## src/hdl/edd_pkg.sv

```systemverilog
// Shared constants and types for the error-diffusion dither block.
`timescale 1ns / 1ps

package edd_pkg;

  localparam int MaxWidth       = 1024;
  localparam int AddrW          = $clog2(MaxWidth);
  localparam int CfgW           = 11;
  localparam int LineWidthReset = 640;
  localparam int LevelW         = 8;
  localparam int ErrW           = 9;
  localparam int CarryW         = 7;
  localparam int QW             = 4;
  localparam int SumW           = 11;

  // Pixel word held between accept and the diffusion stage.
  typedef struct packed {
    logic [LevelW-1:0] level;
    logic              frame_start;
    logic              first_row;
    logic              last;
    logic [AddrW-1:0]  col;
  } s1_t;

  // Error-row writes issued by the diffusion stage.
  typedef struct packed {
    logic                   adv;
    logic                   near_en;
    logic [AddrW-1:0]       near_addr;
    logic signed [ErrW-1:0] near_data;
    logic                   tail_en;
    logic [AddrW-1:0]       tail_addr;
    logic signed [ErrW-1:0] tail_data;
  } dif_wr_t;

endpackage

```

## src/hdl/edd_ifs.sv

```systemverilog
// Valid/ready channel interfaces for pixel input and dithered output words.
`timescale 1ns / 1ps

interface edd_pix_in_if;
  logic                        valid;
  logic                        ready;
  logic [edd_pkg::LevelW-1:0]  pixel_level;
  logic                        frame_start;

  modport source (output valid, output pixel_level, output frame_start, input ready);
  modport sink   (input valid, input pixel_level, input frame_start, output ready);
endinterface


```

## src/hdl/edd_col_track.sv

```systemverilog
// Input stage: width register, column counter, first-row flag and input word register.
`timescale 1ns / 1ps

module edd_col_track (
  input  logic                         clk,
  input  logic                         rst,
  input  logic                         cfg_wr_en,
  input  logic [edd_pkg::CfgW-1:0]     cfg_wr_data,
  edd_pix_in_if.sink                   pix_in,
  input  logic                         clr_busy,
  input  logic                         adv,
  output edd_pkg::s1_t                 s1,
  output logic                         s1_valid,
  output logic                         rd_en,
  output logic [edd_pkg::AddrW-1:0]    rd_addr
);
  import edd_pkg::*;

  logic [AddrW-1:0] last_col;
  logic [AddrW-1:0] col_count;
  logic             first_row;
  logic [AddrW-1:0] x;
  logic             last;
  logic             flag_eff;
  logic             acc;

  assign pix_in.ready = !clr_busy && (!s1_valid || adv);
  assign acc          = pix_in.valid && pix_in.ready;
  assign x            = pix_in.frame_start ? '0 : col_count;
  assign last         = (x >= last_col);
  assign flag_eff     = pix_in.frame_start || first_row;
  assign rd_en        = acc;
  assign rd_addr      = x;

  // Last column, clamped to the legal width range.
  always_ff @(posedge clk) begin
    if (rst) begin
      last_col <= AddrW'(LineWidthReset - 1);
    end else if (cfg_wr_en) begin
      if (cfg_wr_data < CfgW'(2)) begin
        last_col <= AddrW'(1);
      end else if (int'(cfg_wr_data) > MaxWidth) begin
        last_col <= AddrW'(MaxWidth - 1);
      end else begin
        last_col <= AddrW'(cfg_wr_data - CfgW'(1));
      end
    end
  end

  always_ff @(posedge clk) begin
    if (rst) begin
      col_count <= '0;
      first_row <= 1'b1;
      s1_valid  <= 1'b0;
    end else begin
      if (acc) begin
        col_count <= last ? '0 : x + AddrW'(1);
        first_row <= last ? 1'b0 : flag_eff;
        s1_valid  <= 1'b1;
      end else if (adv) begin
        s1_valid  <= 1'b0;
      end
    end
  end

  always_ff @(posedge clk) begin
    if (acc) begin
      s1.level       <= pix_in.pixel_level;
      s1.frame_start <= pix_in.frame_start;
      s1.first_row   <= flag_eff;
      s1.last        <= last;
      s1.col         <= x;
    end
  end

  a_no_acc_clr: assert property (@(posedge clk) disable iff (rst)
    clr_busy |-> !pix_in.ready)
    else $error("word accepted during error row clear");
  a_row_wrap: assert property (@(posedge clk) disable iff (rst)
    acc && last |=> col_count == '0 && !first_row)
    else $error("column counter did not wrap at row end");
  a_hold: assert property (@(posedge clk) disable iff (rst)
    s1_valid && !adv |=> s1_valid && $stable(s1))
    else $error("input word lost while stalled");

endmodule

```

## src/flat_wrapper.sv

```systemverilog
// flat-port wrapper written by rule: the top's interface ports become plain ports
module edd_col_track_flat import edd_pkg::*;
  (clk, rst, cfg_wr_en, cfg_wr_data, clr_busy, adv, s1, s1_valid, rd_en, rd_addr, pix_in_valid, pix_in_pixel_level, pix_in_frame_start, pix_in_ready);
  edd_pix_in_if pix_in_i ();
  input  logic clk;
  input  logic rst;
  input  logic cfg_wr_en;
  input  logic [edd_pkg::CfgW-1:0] cfg_wr_data;
  input  logic clr_busy;
  input  logic adv;
  output edd_pkg::s1_t s1;
  output logic s1_valid;
  output logic rd_en;
  output logic [edd_pkg::AddrW-1:0] rd_addr;
  input wire logic [$bits(pix_in_i.valid)-1:0] pix_in_valid;
  input wire logic [$bits(pix_in_i.pixel_level)-1:0] pix_in_pixel_level;
  input wire logic [$bits(pix_in_i.frame_start)-1:0] pix_in_frame_start;
  output wire logic [$bits(pix_in_i.ready)-1:0] pix_in_ready;
  assign pix_in_i.valid = pix_in_valid;
  assign pix_in_i.pixel_level = pix_in_pixel_level;
  assign pix_in_i.frame_start = pix_in_frame_start;
  assign pix_in_ready = pix_in_i.ready;
  edd_col_track u_core (.clk(clk), .rst(rst), .cfg_wr_en(cfg_wr_en), .cfg_wr_data(cfg_wr_data), .pix_in(pix_in_i), .clr_busy(clr_busy), .adv(adv), .s1(s1), .s1_valid(s1_valid), .rd_en(rd_en), .rd_addr(rd_addr));
endmodule
```

## config.mk

```make
export PLATFORM = sky130hd
export DESIGN_NAME = edd_col_track_flat
export DESIGN_NICKNAME = d
export VERILOG_FILES = /design/src/hdl/edd_pkg.sv /design/src/hdl/edd_ifs.sv /design/src/hdl/edd_col_track.sv /design/src/flat_wrapper.sv
export SDC_FILE = /design/constraint.sdc
export NUM_CORES = 1
export LEC_CHECK = 0
export BUFFER_PORTS_ARGS = -buffer_cell sky130_fd_sc_hd__buf_2
export CAP_MARGIN = 20
export CORE_MARGIN = 10
export CORE_UTILIZATION = 55
export DETAILED_ROUTE_END_ITERATION = 7
export GPL_TIMING_DRIVEN = 0
export PLACE_DENSITY_LB_ADDON = 0.25
export SYNTH_ARGS = -nofsm -noshare
export SYNTH_HDL_FRONTEND = slang
export SYNTH_SLANG_ARGS = --single-unit
```

## constraint.sdc

```tcl
create_clock -name clk -period 5.2 [get_ports clk]
set_input_delay 0.52 -clock clk [delete_from_list [all_inputs] [get_ports clk]]
set_output_delay 0.52 -clock clk [all_outputs]
set_load 0.03 [all_outputs]
```

# After elaboration in Yosys (flattened, before gate mapping)
# Index checks and enable logic that the tools add are counted.
[op_classes] muxes=7 n_lt_le_gt_ge=3 addsub=2 n_reduce_logical=7
[op_table] cell="10-bit two-way mux" count=4
[op_table] cell="11-bit greater-than comparator, second input constant" count=1
[op_table] cell="11-bit by 2-bit < comparator with 1-bit output, second input constant" count=1
[op_table] cell="10-bit by 1-bit adder with 10-bit output, second input constant" count=1
[op_table] cell="10-bit greater-or-equal comparator" count=1
[op_table] cell="10-bit by 1-bit subtractor with 10-bit output, second input constant" count=1
[op_table] cell="1-bit two-way mux" count=3
[op_table] cell="1-bit logical AND" count=2
[op_table] cell="1-bit zero test" count=2
[op_table] cell="1-bit logical OR" count=2
[op_table] cell="2-bit nonzero test" count=1
[word_totals] input_bits=26 register_bits=43 out_inout_bits=34

# Logic depth before layout (Yosys ltp)
[logic_depth] depth_word=5 ltp_mapped=9 ltp_nobuf=8

# Least setup slack after synthesis
# OpenSTA, ideal clock, no wires.
[synth_path] kind="input to register" from="in pix_in_frame_start" to="reg u_core.col_count[4]" path_buffers=1 required_time_ns=5.129 path_stages=9 setup_slack_ns=2.152 arrival_ns=2.977 setup_ns=0.071 cell_sequence="clkbuf_1 nor2b_1 ha_1 a21oi_1 a21oi_1 o31a_1 nor4_2 a211oi_1 a21oi_1"
[synth_via] elab_chain_cells=3
[synth_rtl] element="start: declaration" line="flat_wrapper.sv:17" text="input wire logic [$bits(pix_in_i.frame_start)-1:0] pix_in_frame_start;"
[synth_rtl] element="10-bit two-way mux (*)" line="edd_col_track.sv:29" text="assign x = pix_in.frame_start ? '0 : col_count;"
[synth_rtl] element="net rd_addr (one bit)" line="flat_wrapper.sv:14" text="output logic [edd_pkg::AddrW-1:0] rd_addr;"
[synth_rtl] element="10-bit by 1-bit adder with 10-bit output / 10-bit greater-or-equal comparator (equally long branches)" line="edd_col_track.sv:57, edd_col_track.sv:30"
[synth_rtl] element="10-bit two-way mux (*)" line="edd_col_track.sv:57" text="col_count <= last ? '0 : x + AddrW'(1);"
[synth_rtl] element="end signal: assignment" line="edd_col_track.sv:57"
[synth_rtl] element="end: declaration" line="edd_col_track.sv:20" text="logic [AddrW-1:0] col_count;"
# The timed path passes the listed nets; every way through them passes the cells marked *.
# A chain may end at the register's enable or synchronous reset.

# Worst setup path in the final report
[layout_path] from="in pix_in_frame_start" to="reg u_core.col_count[4]"
[layout_via] elab_chain_cells=3
[layout_rtl] element="10-bit two-way mux (*)" line="edd_col_track.sv:29"
[layout_rtl] element="10-bit by 1-bit adder with 10-bit output / 10-bit greater-or-equal comparator (equally long branches)" line="edd_col_track.sv:57, edd_col_track.sv:30"
[layout_rtl] element="10-bit two-way mux (*)" line="edd_col_track.sv:57"
# Every way passes the cells marked *; elsewhere a longest branch is shown, timed or not.

==> flow_summary.json <==
{
  "p_int_mw": 0.590,
  "crit_top_cell": "a211oi_1",
  "fin_area_mm2": 0.00256,
  "yosysWarnings": 0,
  "clock_latency_ps": 290,
  "critPathCaptureType": "register",
  "antenna_found_initial": 0,
  "critPathKind": "input pin to register",
  "p_sw_mw": 0.168,
  "yosysTopAreaCell": "edfxtp_1",
  "n_fill_cell": 301,
  "power_frac_comb": 0.112,
  "detail-route-antenna-nets": 0,
  "hold_viol_final": 0,
  "cts_buffers": 5,
  "vdd.ir_drop.worst_mv": 0.153,
  "total_power_mw": 0.757,
  "grtUsageTotal": 0.148,
  "routed_via_density": 5.47,
  "synth_edf_count": 21,
  "clockRootBuffer": "clkbuf_8",
  "clk_pin_slew_ps": 80,
  "cts_resized": 0,
  "io_buffers": 58,
  "route.detailed.drc": 0,
  "critPathTopFamily": "simple AND/OR/NAND/NOR gates",
  "worstPathRequired_ps": 5420,
  "die_y_um": 81.5,
  "place_hpwl_mm": 3.63,
  "hold_ws_ps": 408,
  "htreeDepth": 2,
  "area_delta_synth_final_pct": 23.2,
  "worst_pin_slew_ps": 917,
  "min_period_ps": 3080,
  "seq_area_frac_synth": 0.515,
  "rsz0062_at_grt": "false",
  "cap_viol_max_count": 0,
  "synthesis.instances": 199,
  "grt_first_pass_wirelength_mm": 7.87,
  "core_region_area_mm2": 0.00366,
  "nets": 302,
  "ys_ff_latch": 43,
  "async_flop_share": 0,
  "cp_slowest_cell": "nor4_2",
  "start_util": 0.568,
  "fin_crit_sh": 0.592,
  "die_area_mm2": 0.00664,
  "synth_top_area_share": 0.303,
  "worstSetupStartpointType": "input pin",
  "drt_iter0_drc": 90,
  "vias": 1711,
  "first_pass_iters": 4,
  "tns_ps": 0,
  "drive_gt1_frac": 0.279,
  "ys_top_cells_by_area": "edfxtp_1, dfxtp_1, ha_1",
  "io_pins": 60,
  "final_core_util": 0.700,
  "p_per_area_mw_per_mm2": 296,
  "syn_area_per_cell_um2": 10.4,
  "leakage_nw": 1.15,
  "rows": 22,
  "synth_ff_type": "dfxtp_1",
  "status": "finished, final reports clean",
  "switching_share": 0.221,
  "critPathMaxFanout": 10,
  "synthMostInstantiatedCell": "dfxtp_1",
  "fmax_mhz": 325,
  "cp.arrival_ps": 3300,
  "synth_cell_types": 40,
  "syn_nets": 237,
  "ctsHoldBuffers": 0,
  "grt_overflow_total": 0,
  "seq_power_share": 0.495,
  "clock_skew_ps": 5.09,
  "grt_pass1_vias": 1705,
  "n_antenna_cell": 0,
  "cts_sinks": 43,
  "multi_input_comb_area_um2": 932,
  "fp.dieW_um": 81.5,
  "setup_viol": 0,
  "grt_start_max_net_pins": 26,
  "place_area_mm2": 0.00243,
  "wirelength_mm": 4.87,
  "synth_common_cells": "dfxtp_1, edfxtp_1, inv_1",
  "tritoncts": "yes",
  "crit_chain": "buf_2 > clkbuf_1 > nor2b_1 > ha_1 > a211oi_1 > nor2_1 > or3_1 > nor4_2 > a211oi_1 > a21oi_1",
  "wl_per_cell_um": 15.6,
  "hp-class": "input pin to register",
  "cts_max_path_buffers": 2,
  "clockPowerShare": 0.394,
  "gp_congestion": 0.789,
  "slowest_delay_ps": 700,
  "seq_area_mm2": 0.00107,
  "drv_slew": 0,
  "crit_buf_inv": 2,
  "post-cts-setup-buffers": 0,
  "timing.slew.headroom": 0.384,
  "synth_area_mm2": 0.00208
}
## layer usage
metal | part of all wire | up-vias | global-route usage
li1 | - | 845 | -
met1 | 0.43 | 790 | 0.184
met2 | 0.45 | 70 | 0.234
met3 | 0.11 | 6 | 0.0557
met4 | 0.0094 | 0 | 0.0467
met5 | 0 | - | 0
## sequential cells by signal, indices dropped and copies added, names as in the netlist
name / count
u_core.first_row: 1
u_core.last_col: 10
u_core.s1_valid: 1
u_core.col_count: 10
u_core.s1: 21
## kinds of logic after synthesis
family                   Yosys count  share of synthesized area
AND/OR/NAND/NOR                   76                      0.199
flip-flops                        43                      0.515
AO/OA/AOI/OAI                     39                      0.139
buffers and inverters             20                     0.0361
adder cells (fa/ha/maj)           12                     0.0722
XOR/XNOR                           9                     0.0379
## through the flow
step                      setup WS (ps)  instances
final                              2120        313
after global routing               1950        313
after CTS                          2180        313
after detailed placement           1950        305
after global placement             1980        305
after floorplan                    2150        199
## power groups by stage
stage | clock network [mW] | registers [mW] | logic (mW)
after floorplan | 0 | 0.396 | 0.0397
after global placement | 0 | 0.382 | 0.0826
after detailed placement | 0 | 0.382 | 0.0842
after CTS | 0.301 | 0.375 | 0.0851
after global routing | 0.317 | 0.376 | 0.0939
final | 0.298 | 0.375 | 0.0846
## cells in the final DEF, fill, tap and decap left out, drive strengths merged, types with 2 or more instances in the layout
master / instances
o31ai: 3
o21ai: 3
a211oi: 2
a211o: 8
nor2: 13
a21oi: 13
nor3: 4
nand3b: 3
nand4: 2
nand3: 14
nand2b: 4
clkbuf: 9
bufinv: 2
nor2b: 11
dfxtp: 22
nand2: 13
a22o: 4
ha: 12
edfxtp: 21
xnor2: 7
or3: 3
inv: 17
buf: 58
nor4: 2
and3: 2
xor2: 2
## worst paths after layout
kind                                      end                             start  depth (start not counted)  slack, ps
min                   u_core.s1[18]$_DFFE_PP_             pix_in_pixel_level[5]                          1        410
max reg2reg  u_core.col_count[4]$_SDFFE_PP0P_  u_core.col_count[7]$_SDFFE_PP0P_                          8       2340
min reg2reg   u_core.last_col[8]$_SDFFE_PP0P_   u_core.last_col[8]$_SDFFE_PP0P_                          2        460
max          u_core.col_count[4]$_SDFFE_PP0P_                pix_in_frame_start                         10       2120
## area by class of cell
type / instances / share of cell area
clock buffer: 6 / 0.0283
clock inverter: 2 / 0.0234
inverter: 17 / 0.0249
multi-input combinational: 136 / 0.364
timing repair buffer: 58 / 0.113
sequential: 43 / 0.418
buffer: 3 / 0.00440
tap: 48 / 0.0234
No activity file was read; power rests on OpenSTA's default activity.
