**config.mk**
```make
export PLATFORM = sky130hd
export DESIGN_NAME = edd_diffuse_flat
export DESIGN_NICKNAME = d
export VERILOG_FILES = /design/src/hdl/edd_pkg.sv /design/src/hdl/edd_ifs.sv /design/src/hdl/edd_diffuse.sv /design/src/flat_wrapper.sv
export SDC_FILE = /design/constraint.sdc
export NUM_CORES = 1
export LEC_CHECK = 0
export BUFFER_PORTS_ARGS = -buffer_cell sky130_fd_sc_hd__buf_4
export CAP_MARGIN = 10
export CORE_MARGIN = 8
export CORE_UTILIZATION = 50
export CTS_BUF_LIST = sky130_fd_sc_hd__clkbuf_8 sky130_fd_sc_hd__clkbuf_16
export DETAILED_ROUTE_END_ITERATION = 8
export PLACE_DENSITY_LB_ADDON = 0.3
export REMOVE_ABC_BUFFERS = 1
export SYNTH_ARGS = -nofsm -noshare
export SYNTH_HDL_FRONTEND = slang
export SYNTH_SLANG_ARGS = --single-unit
```
**constraint.sdc**
```tcl
create_clock -name clk -period 24.1 [get_ports clk]
set_input_delay 2.41 -clock clk [delete_from_list [all_inputs] [get_ports clk]]
set_output_delay 2.41 -clock clk [all_outputs]
set_load 0.01 [all_outputs]
```
**src/hdl/edd_pkg.sv**
```systemverilog
// Shared constants and types for the error-diffusion dither block.
`timescale 1ns / 1ps

package edd_pkg;

  localparam int MaxWidth       = 1024;
  localparam int AddrW          = $clog2(MaxWidth);
  localparam int CfgW           = 11;
  localparam int LineWidthReset = 640;
  localparam int LevelW         = 8;
  localparam int ErrW           = 9;
  localparam int CarryW         = 7;
  localparam int QW             = 4;
  localparam int SumW           = 11;

  // Pixel word held between accept and the diffusion stage.
  typedef struct packed {
    logic [LevelW-1:0] level;
    logic              frame_start;
    logic              first_row;
    logic              last;
    logic [AddrW-1:0]  col;
  } s1_t;

  // Error-row writes issued by the diffusion stage.
  typedef struct packed {
    logic                   adv;
    logic                   near_en;
    logic [AddrW-1:0]       near_addr;
    logic signed [ErrW-1:0] near_data;
    logic                   tail_en;
    logic [AddrW-1:0]       tail_addr;
    logic signed [ErrW-1:0] tail_data;
  } dif_wr_t;

endpackage

```
**src/hdl/edd_ifs.sv**
```systemverilog


interface edd_pix_out_if;
  logic valid;
  logic ready;
  logic pixel_on;
  logic row_end;

  modport source (output valid, output pixel_on, output row_end, input ready);
  modport sink   (input valid, input pixel_on, input row_end, output ready);
endinterface

```
**src/hdl/edd_diffuse.sv**
```systemverilog
// Diffusion stage: threshold, error split, carries and the output word register.
`timescale 1ns / 1ps

module edd_diffuse (
  input  logic                              clk,
  input  logic                              rst,
  input  edd_pkg::s1_t                      s1,
  input  logic                              s1_valid,
  input  logic signed [edd_pkg::ErrW-1:0]   incoming,
  edd_pix_out_if.source                     pix_out,
  output edd_pkg::dif_wr_t                  wr
);
  import edd_pkg::*;

  logic signed [CarryW-1:0] rc;
  logic signed [ErrW-1:0]   bp0;
  logic signed [ErrW-1:0]   bp1;
  logic signed [CarryW-1:0] rc_e;
  logic signed [ErrW-1:0]   bp0_e;
  logic signed [ErrW-1:0]   bp1_e;
  logic signed [ErrW-1:0]   inc;
  logic signed [SumW-1:0]   sum;
  logic                     on;
  logic signed [SumW-1:0]   err;
  logic signed [SumW-1:0]   qfull;
  logic signed [QW-1:0]     q;
  logic signed [ErrW-1:0]   q9;
  logic signed [ErrW-1:0]   near;
  logic signed [ErrW-1:0]   cur;
  logic signed [ErrW-1:0]   q7;
  logic                     adv;

  assign adv   = s1_valid && (!pix_out.valid || pix_out.ready);

  assign rc_e  = s1.frame_start ? '0 : rc;
  assign bp0_e = s1.frame_start ? '0 : bp0;
  assign bp1_e = s1.frame_start ? '0 : bp1;
  assign inc   = s1.first_row ? '0 : incoming;

  assign sum   = $signed({{(SumW-LevelW){1'b0}}, s1.level}) + SumW'(rc_e) + SumW'(inc);
  assign on    = (sum >= SumW'(128));
  assign err   = on ? sum - SumW'(255) : sum;
  // Divide by 16, rounding toward zero.
  assign qfull = (err + (err < 0 ? SumW'(15) : SumW'(0))) >>> 4;
  assign q     = QW'(qfull);
  assign q9    = ErrW'(q);
  assign near  = bp0_e + (q9 <<< 1) + q9;
  assign cur   = bp1_e + (q9 <<< 2) + q9;
  assign q7    = (q9 <<< 3) - q9;

  assign wr.adv       = adv;
  assign wr.near_en   = adv && (s1.col != '0);
  assign wr.near_addr = s1.col - AddrW'(1);
  assign wr.near_data = near;
  assign wr.tail_en   = adv && s1.last;
  assign wr.tail_addr = s1.col;
  assign wr.tail_data = cur;

  always_ff @(posedge clk) begin
    if (rst) begin
      rc  <= '0;
      bp0 <= '0;
      bp1 <= '0;
    end else if (adv) begin
      if (s1.last) begin
        rc  <= '0;
        bp0 <= '0;
        bp1 <= '0;
      end else begin
        rc  <= CarryW'(q7);
        bp0 <= cur;
        bp1 <= q9;
      end
    end
  end

  always_ff @(posedge clk) begin
    if (rst) begin
      pix_out.valid <= 1'b0;
    end else if (adv) begin
      pix_out.valid <= 1'b1;
    end else if (pix_out.ready) begin
      pix_out.valid <= 1'b0;
    end
  end

  always_ff @(posedge clk) begin
    if (adv) begin
      pix_out.pixel_on <= on;
      pix_out.row_end  <= s1.last;
    end
  end

  a_out_load: assert property (@(posedge clk) disable iff (rst)
    adv |=> pix_out.valid)
    else $error("output word not loaded");
  a_row_clear: assert property (@(posedge clk) disable iff (rst)
    adv && s1.last |=> rc == '0 && bp0 == '0 && bp1 == '0)
    else $error("carries not cleared at row end");
  a_last_col: assert property (@(posedge clk) disable iff (rst)
    wr.tail_en |-> s1.col != '0)
    else $error("row end at column zero");

endmodule

```
**src/flat_wrapper.sv**
```systemverilog
// flat-port wrapper written by rule: the top's interface ports become plain ports
module edd_diffuse_flat import edd_pkg::*;
  (clk, rst, s1, s1_valid, incoming, wr, pix_out_valid, pix_out_pixel_on, pix_out_row_end, pix_out_ready);
  edd_pix_out_if pix_out_i ();
  input  logic clk;
  input  logic rst;
  input  edd_pkg::s1_t s1;
  input  logic s1_valid;
  input  logic signed [edd_pkg::ErrW-1:0] incoming;
  output edd_pkg::dif_wr_t wr;
  output wire logic [$bits(pix_out_i.valid)-1:0] pix_out_valid;
  output wire logic [$bits(pix_out_i.pixel_on)-1:0] pix_out_pixel_on;
  output wire logic [$bits(pix_out_i.row_end)-1:0] pix_out_row_end;
  input wire logic [$bits(pix_out_i.ready)-1:0] pix_out_ready;
  assign pix_out_valid = pix_out_i.valid;
  assign pix_out_pixel_on = pix_out_i.pixel_on;
  assign pix_out_row_end = pix_out_i.row_end;
  assign pix_out_i.ready = pix_out_ready;
  edd_diffuse u_core (.clk(clk), .rst(rst), .s1(s1), .s1_valid(s1_valid), .incoming(incoming), .pix_out(pix_out_i), .wr(wr));
endmodule
```
# Word-level counts from Yosys, hierarchy flattened
# Cells that the tools add are included.
# W data, S select, Z words.
# classes
n_reduce_logical	7
n_mux	11
order_cmp	2
n_addsub	10
# ops
op	n
$mux W9	5
$add A9 B4 Y9	2
$mux W7	2
$add A10 B9 Y11	1
$ge A11 B9 Y1 const B	1
$lt A11 B1 Y1 const B	1
$mux W11	1
$sub A11 B9 Y11 const B	1
$add A9 B7 Y10	1
$reduce_bool A10 Y1	1
$sub A10 B1 Y10 const B	1
$add A9 B5 Y9	1
$add A9 B6 Y9	1
$add A8 B5 Y8	1
$sub A7 B4 Y7	1
$mux W4	1
$logic_and A1 B1 Y1	3
$mux W1	2
$reduce_bool A2 Y1	1
$logic_not A1 Y1	1
$logic_or A1 B1 Y1	1
# word_totals
elab_cells	36
reg_bits	28
out_inout_bits	44
input_bits	34

# Depth between registers and ports, before layout
# Gate-level depths: netlist of the first run.
# logic_depth
depth_word	11
mapped_depth	31
depth_no_buf	30

# Least setup slack after synthesis of the first run
# OpenSTA, ideal clock, no wires.
# synth_timing
kind	in2out
startpoint	in s1[12] (netlist bit)
endpoint	out wr[28] (netlist bit)
stages	28
required_time_ns	21.690
arrival_time_ns	8.595
slack_ns	13.095
path_cell_list	clkbuf_1 nor2b_1 fa_1 ha_1 inv_1 fa_1 nand2b_1 a21o_1 a211oi_1 a21oi_1 nand2_1 o21ai_0 ha_1 a2111oi_1 mux2i_1 o2111ai_1 o21ai_1 xnor2_2 inv_1 fa_1 ha_1 a21oi_1 nor2b_1 nor2_1 o21bai_1 a21oi_1 xnor2_1 xnor2_1
# synth_lines
item	line_no	source
start, declared	flat_wrapper.sv:7	input edd_pkg::s1_t s1;
end, declared	flat_wrapper.sv:10	output edd_pkg::dif_wr_t wr;

==> results of run 1 <==
kinds of logic after synthesis:
kind of cell	Yosys count	synth area share, %
AO/OA/AOI/OAI	84	19.0
buffers and inverters	51	7.40
multiplexers	5	1.63
flip-flops	22	14.6
adder cells (fa/ha/maj)	56	25.9
XOR/XNOR	37	10.5
AND/OR/NAND/NOR	124	20.9
worst register-to-register path, cell delays in order (launching register included):
cell,delay [ns]
dfxtp_1,0.33
nor2b_1,0.15
fa_1,0.50
ha_1,0.18
inv_1,0.06
fa_1,0.39
nand2b_1,0.18
a21o_1,0.20
a211oi_1,0.70
a21oi_1,0.24
nand2_1,0.12
o21ai_0,0.09
ha_1,0.32
a2111oi_1,0.46
mux2i_1,0.24
o2111ai_1,0.23
o21ai_1,0.16
xnor2_2,0.40
inv_1,0.29
fa_1,0.52
ha_1,0.35
nor2b_1,0.15
o21ai_0,0.15
nand2b_1,0.11
o21ai_0,0.22
xor2_1,0.21
a22oi_1,0.09
nor2_1,0.10
worst paths after layout:
kind / startpoint / endpoint / slack (ns)
setup / recovery: s1[12] / wr[28] / 12.25
hold reg to reg: u_core.rc[4] / u_core.rc[4] / 0.45
setup reg to reg: u_core.rc[1] / u_core.bp0[8] / 16.93
hold / removal: u_core.rc[4] / u_core.rc[4] / 0.45
sequential cells by signal (all words and copies together) (netlist names):
signal	flops
u_core.bp0	9
u_core.pix_out.pixel_on	1
u_core.rc	6
u_core.pix_out.row_end	1
u_core.bp1	4
u_core.pix_out.valid	1
synthesized netlist by cell type, types with 9 or more instances:
| cell | count |
|---|---|
| nand2b_1 | 14 |
| nor3_1 | 9 |
| o21ai_0 | 16 |
| xnor2_1 | 21 |
| a21oi_1 | 16 |
| nand3_1 | 11 |
| nand2_1 | 19 |
| inv_1 | 34 |
| fa_1 | 15 |
| ha_1 | 41 |
| dfxtp_1 | 20 |
| nor2_1 | 25 |
| xor2_1 | 15 |
| buf_4 | 11 |
| nor2b_1 | 24 |
area by class of cell:
class,count,area (µm²)
clock buffers,4,66.3
fillers,554,2420
inverters,34,128
multi-input cells,306,2450
flip-flops and latches,22,460
well taps,77,96.3
repair buffers,78,586
per-stage QoR:
stage / utilization, % / hold slack, ns / setup WS (ns) / cells
after floorplan: - / 0.417 / 13.28 / 362
after global placement: 60.0 / 0.429 / 12.56 / 517
after detailed placement: 60.0 / 0.439 / 12.31 / 517
after CTS: 61.0 / 0.451 / 12.28 / 521
after global routing: 61.0 / 0.488 / 11.56 / 521
final: 61.0 / 0.448 / 12.25 / 521
metal layers:
| metal | up-vias | GRT usage (%) | wire length [µm] |
|---|---|---|---|
| met3 | 7 | 3.86 | 509 |
| met1 | 1362 | 21.0 | 3300 |
| met5 | - | 0 | 0 |
| met2 | 86 | 31.3 | 3810 |
| met4 | 0 | 3.77 | 65 |
| li1 | 1451 | - | - |
==> metrics, run 1 <==
status=complete, no violations; synth warn=0; Post-CTS Hold Fix Bufs=0; # DRC=0; CP delay by family, top=compound AO/OA/AOI/OAI gates; clk_lat worst skew=~0.27 ns; crit path launch type=input port; Post-Syn Instances=379; gpl congestion=0.869; Worst-path clk slew=0.09 ns; vias after detailed routing=2,906; initial DRC count=145; share of layout cells above drive strength 1=20.3%; Slew Limit Fails=0; global-route wire length before repair=13.1 mm; core area=6200 µm²; commonest cells after routing, fill and taps aside=buf_4 (78), ha_1 (41), inv_1 (34), nor2_1 (25), nor2b_1 (24); total length of routed wires=7.69 mm; chip height=95.3 µm; synthesized cell area=between 3000 and 4000 µm²; Worst-Margin Slew=1.01 ns; CTS Buf Count=3; Fmax=0.0844 GHz; post-cts resize count=0; Hold Path Class=reg2reg; count of nets after finishing=535; asr flop ratio synth=0%; register area share after synthesis=14.6%; ANT cells=0; area leader, netlist=ha_1; Max stage delay on crit path=0.70 ns; unrepaired setup endpoints after global routing=false; DP HPWL=6.23 mm; Min-Delay Path Depth=2; Max Cap Viol=0; die width=95.3 µm; row cnt=29; I/O Pins=78; GRT overflow=0; initial core utilization=50.7%; H-tree depth=1; Worst EP required=21.69 ns; Worst Reg2Reg Path Length in Cells=27; Slew HR=32.1%; CTS tree=built; TNS Setup=0 ns; CP arrival=around 9.4 ns; CTS Root Cell=clkbuf_8; Vias/cell=5.58; antenna violations before repair=0; average wire per standard cell=14.8 µm; kind of critical path=in2out; Fin Clk Skew=0.00238 ns; critical path peak fanout=19; largest net degree at the start of global routing=21; Tmin final=11.85 ns; Setup Viol. Count Final=0; antenna viol nets, final=0; top cells by area, synth=ha_1 (16%), dfxtp_1 (13%), fa_1 (9.6%), xnor2_1 (5.8%), nor2b_1 (4.8%); Max Root-Sink Buffers=2; clk sink count=22; Detailed Routing Iterations Pass 1=4; Die Area=9080 µm²; Yosys cell types=55; Fin. Hold Viols=0; Worst Setup End Kind=output pin; part of the cycle the worst path needs=around half; slowest stage cell on the critical path=a211oi_1; dpl cell area=between 3000 and 4000 µm²; vias in the first global route=about 3,000; FF+latch count, synth=22; Post-synth EDFFs=2; Bufs and invs on worst path=4; post-CTS setup buffer count=0; Port Buffers=77; Syn Area/Cell=roughly 8.3 µm²; post-route cell area=3790 µm²; commonest non-fill, non-tap cell in the layout=buf_4; Area Overhead vs Synth=20.5%; Levels on crit path=29; most common flop cell mapped by yosys=dfxtp_1; Total GRT Usage=about 18%; top cell type's share of synthesized area=16.3%
Power of run 1 is left out: the tool's default activity adds up to more than one toggle a clock period on the data nets, which glitch-free logic cannot reach.
==> run 2: changes to the inputs <==
- clock period: 24.1 -> 11.8 ns (I/O delays scaled with it)
==> metrics, run 2 (synthesis gave the netlist of run 1 again) <==
Top Registers=u_core.bp0 x9, u_core.rc x6, u_core.bp1 x4 (unchanged); Fin Clk Skew=0.00579 ns (was 0.00238 ns); CTS Root Cell=clkbuf_8 (unchanged); initial DRC count=162 (was 145); met1 Resource Use GR=21.2% (was 21.0%); Worst EP required=10.62 ns (was 21.69 ns); final core utilization=61.0% (unchanged); part of the cycle the worst path needs=roughly four fifths; status=complete, no violations (unchanged); slowest stage cell on the critical path=o31ai_1 (was a211oi_1); largest net degree at the start of global routing=21 (unchanged); initial core utilization=50.7% (unchanged); I/O Pins=78 (unchanged); share of layout cells above drive strength 1=20.3% (unchanged); post-route cell area=3790 µm² (unchanged); H-tree depth=1 (unchanged); total length of routed wires=7.69 mm (unchanged); Port Buffers=77 (unchanged); unrepaired setup endpoints after global routing=false (unchanged); Post-CTS Hold Fix Bufs=0 (unchanged); Slew HR=32.8% (was 32.1%); global-route wire length before repair=13.0 mm (was 13.1 mm); Max Cap Viol=0 (unchanged); GRT overflow=0 (unchanged); core area=6200 µm² (unchanged); Fmax=0.107 GHz; Max Root-Sink Buffers=2 (unchanged); gpl congestion=0.869 (about the same); M2 GR Usage=30.6% (was 31.3%); die width=95.3 µm (unchanged); antenna viol nets, final=0 (unchanged); ANT cells=0 (unchanged); Vias/cell=5.60 (was 5.58); count of nets after finishing=535 (unchanged); commonest non-fill, non-tap cell in the layout=buf_4 (unchanged); Worst Setup End Kind=output pin (unchanged); critical path peak fanout=19 (unchanged); Area Overhead vs Synth=20.5% (unchanged); CTS Buf Count=3 (unchanged); vias after detailed routing=2,917 (was 2,906); post-CTS setup buffer count=0 (unchanged); DP HPWL=6.29 mm (was 6.23 mm); Max stage delay on crit path=0.53 ns (was 0.70 ns); Hold Path Class=reg2reg (unchanged); CTS tree=built (unchanged); kind of critical path=in2out (unchanged); CP arrival=8.16 ns (was 9.44 ns); busiest grt layer=met2 (unchanged); # DRC=0 (unchanged); Die Area=9080 µm² (unchanged); met3 Resource Use GR=3.39% (was 3.86%); Fin. Hold Viols=0 (unchanged); dpl cell area=3720 µm² (unchanged); Largest register FFs=9 (unchanged); chip height=95.3 µm (unchanged); clk sink count=22 (unchanged); commonest cells after routing, fill and taps aside=buf_4 (78), ha_1 (41), inv_1 (34), nor2_1 (25), nor2b_1 (24) (unchanged); TNS Setup=0 ns (unchanged); vias in the first global route=2,936 (was 2,956); clk_lat worst skew=0.27 ns (about the same); Slew Limit Fails=0 (unchanged); Detailed Routing Iterations Pass 1=4 (unchanged); Total GRT Usage=17.3% (was 17.6%); average wire per standard cell=14.8 µm (unchanged); Top reg by flops=u_core.bp0 (unchanged); row cnt=29 (unchanged); Tmin final=9.34 ns; Setup Viol. Count Final=0 (unchanged); crit path launch type=input port (unchanged); Worst-Margin Slew=1.00 ns (was 1.01 ns); Worst-path clk slew=0.09 ns (about the same); post-cts resize count=0 (unchanged); antenna violations before repair=0 (unchanged)
==> run 2: path summary, 6_finish.rpt <==
| kind | from | endpoint | slack [ns] | cells past startpoint |
|---|---|---|---|---|
| max | s1[12] | wr[28] | 2.46 | 29 |
| min | u_core.rc[4] | u_core.rc[4] | 0.45 | 2 |
| max reg2reg | u_core.rc[1] | u_core.bp0[8] | 4.72 | 27 |
| min reg2reg | u_core.rc[4] | u_core.rc[4] | 0.45 | 2 |
==> run 2: cell type report <==
| class | instances | area [µm²] |
|---|---|---|
| Multi-Input combinational cell | 306 | 2450 |
| Fill cell | 555 | 2420 |
| Timing Repair Buffer | 78 | 586 |
| Sequential cell | 22 | 460 |
| Inverter | 34 | 128 |
| Tap cell | 77 | 96.3 |
| Clock buffer | 4 | 66.3 |
==> run 2: critical path: cells and delay by family <==
kind	cells	cell delay, ns
mux	1	0.22
xor+xnor	3	0.70
fa+ha+maj	5	2.05
simple gates	4	0.52
buf+inv	5	0.78
compound gates	11	2.68
==> run 2: routing by layer <==
layer / up-vias / part of all wire, %
met2: 75 / 49
met3: 9 / 5.5
met4: 0 / 0.88
met5: - / 0
li1: 1455 / -
met1: 1378 / 45
==> run 2: metrics by stage <==
stage	instances	hold slack [ns]	setup WS [ns]
after global placement	517	0.429	2.72
after global routing	521	0.489	1.76
after floorplan	362	0.417	3.44
after CTS	521	0.451	2.48
final	521	0.447	2.46
after detailed placement	517	0.439	2.51
Power of run 2 is left out for the same reason.
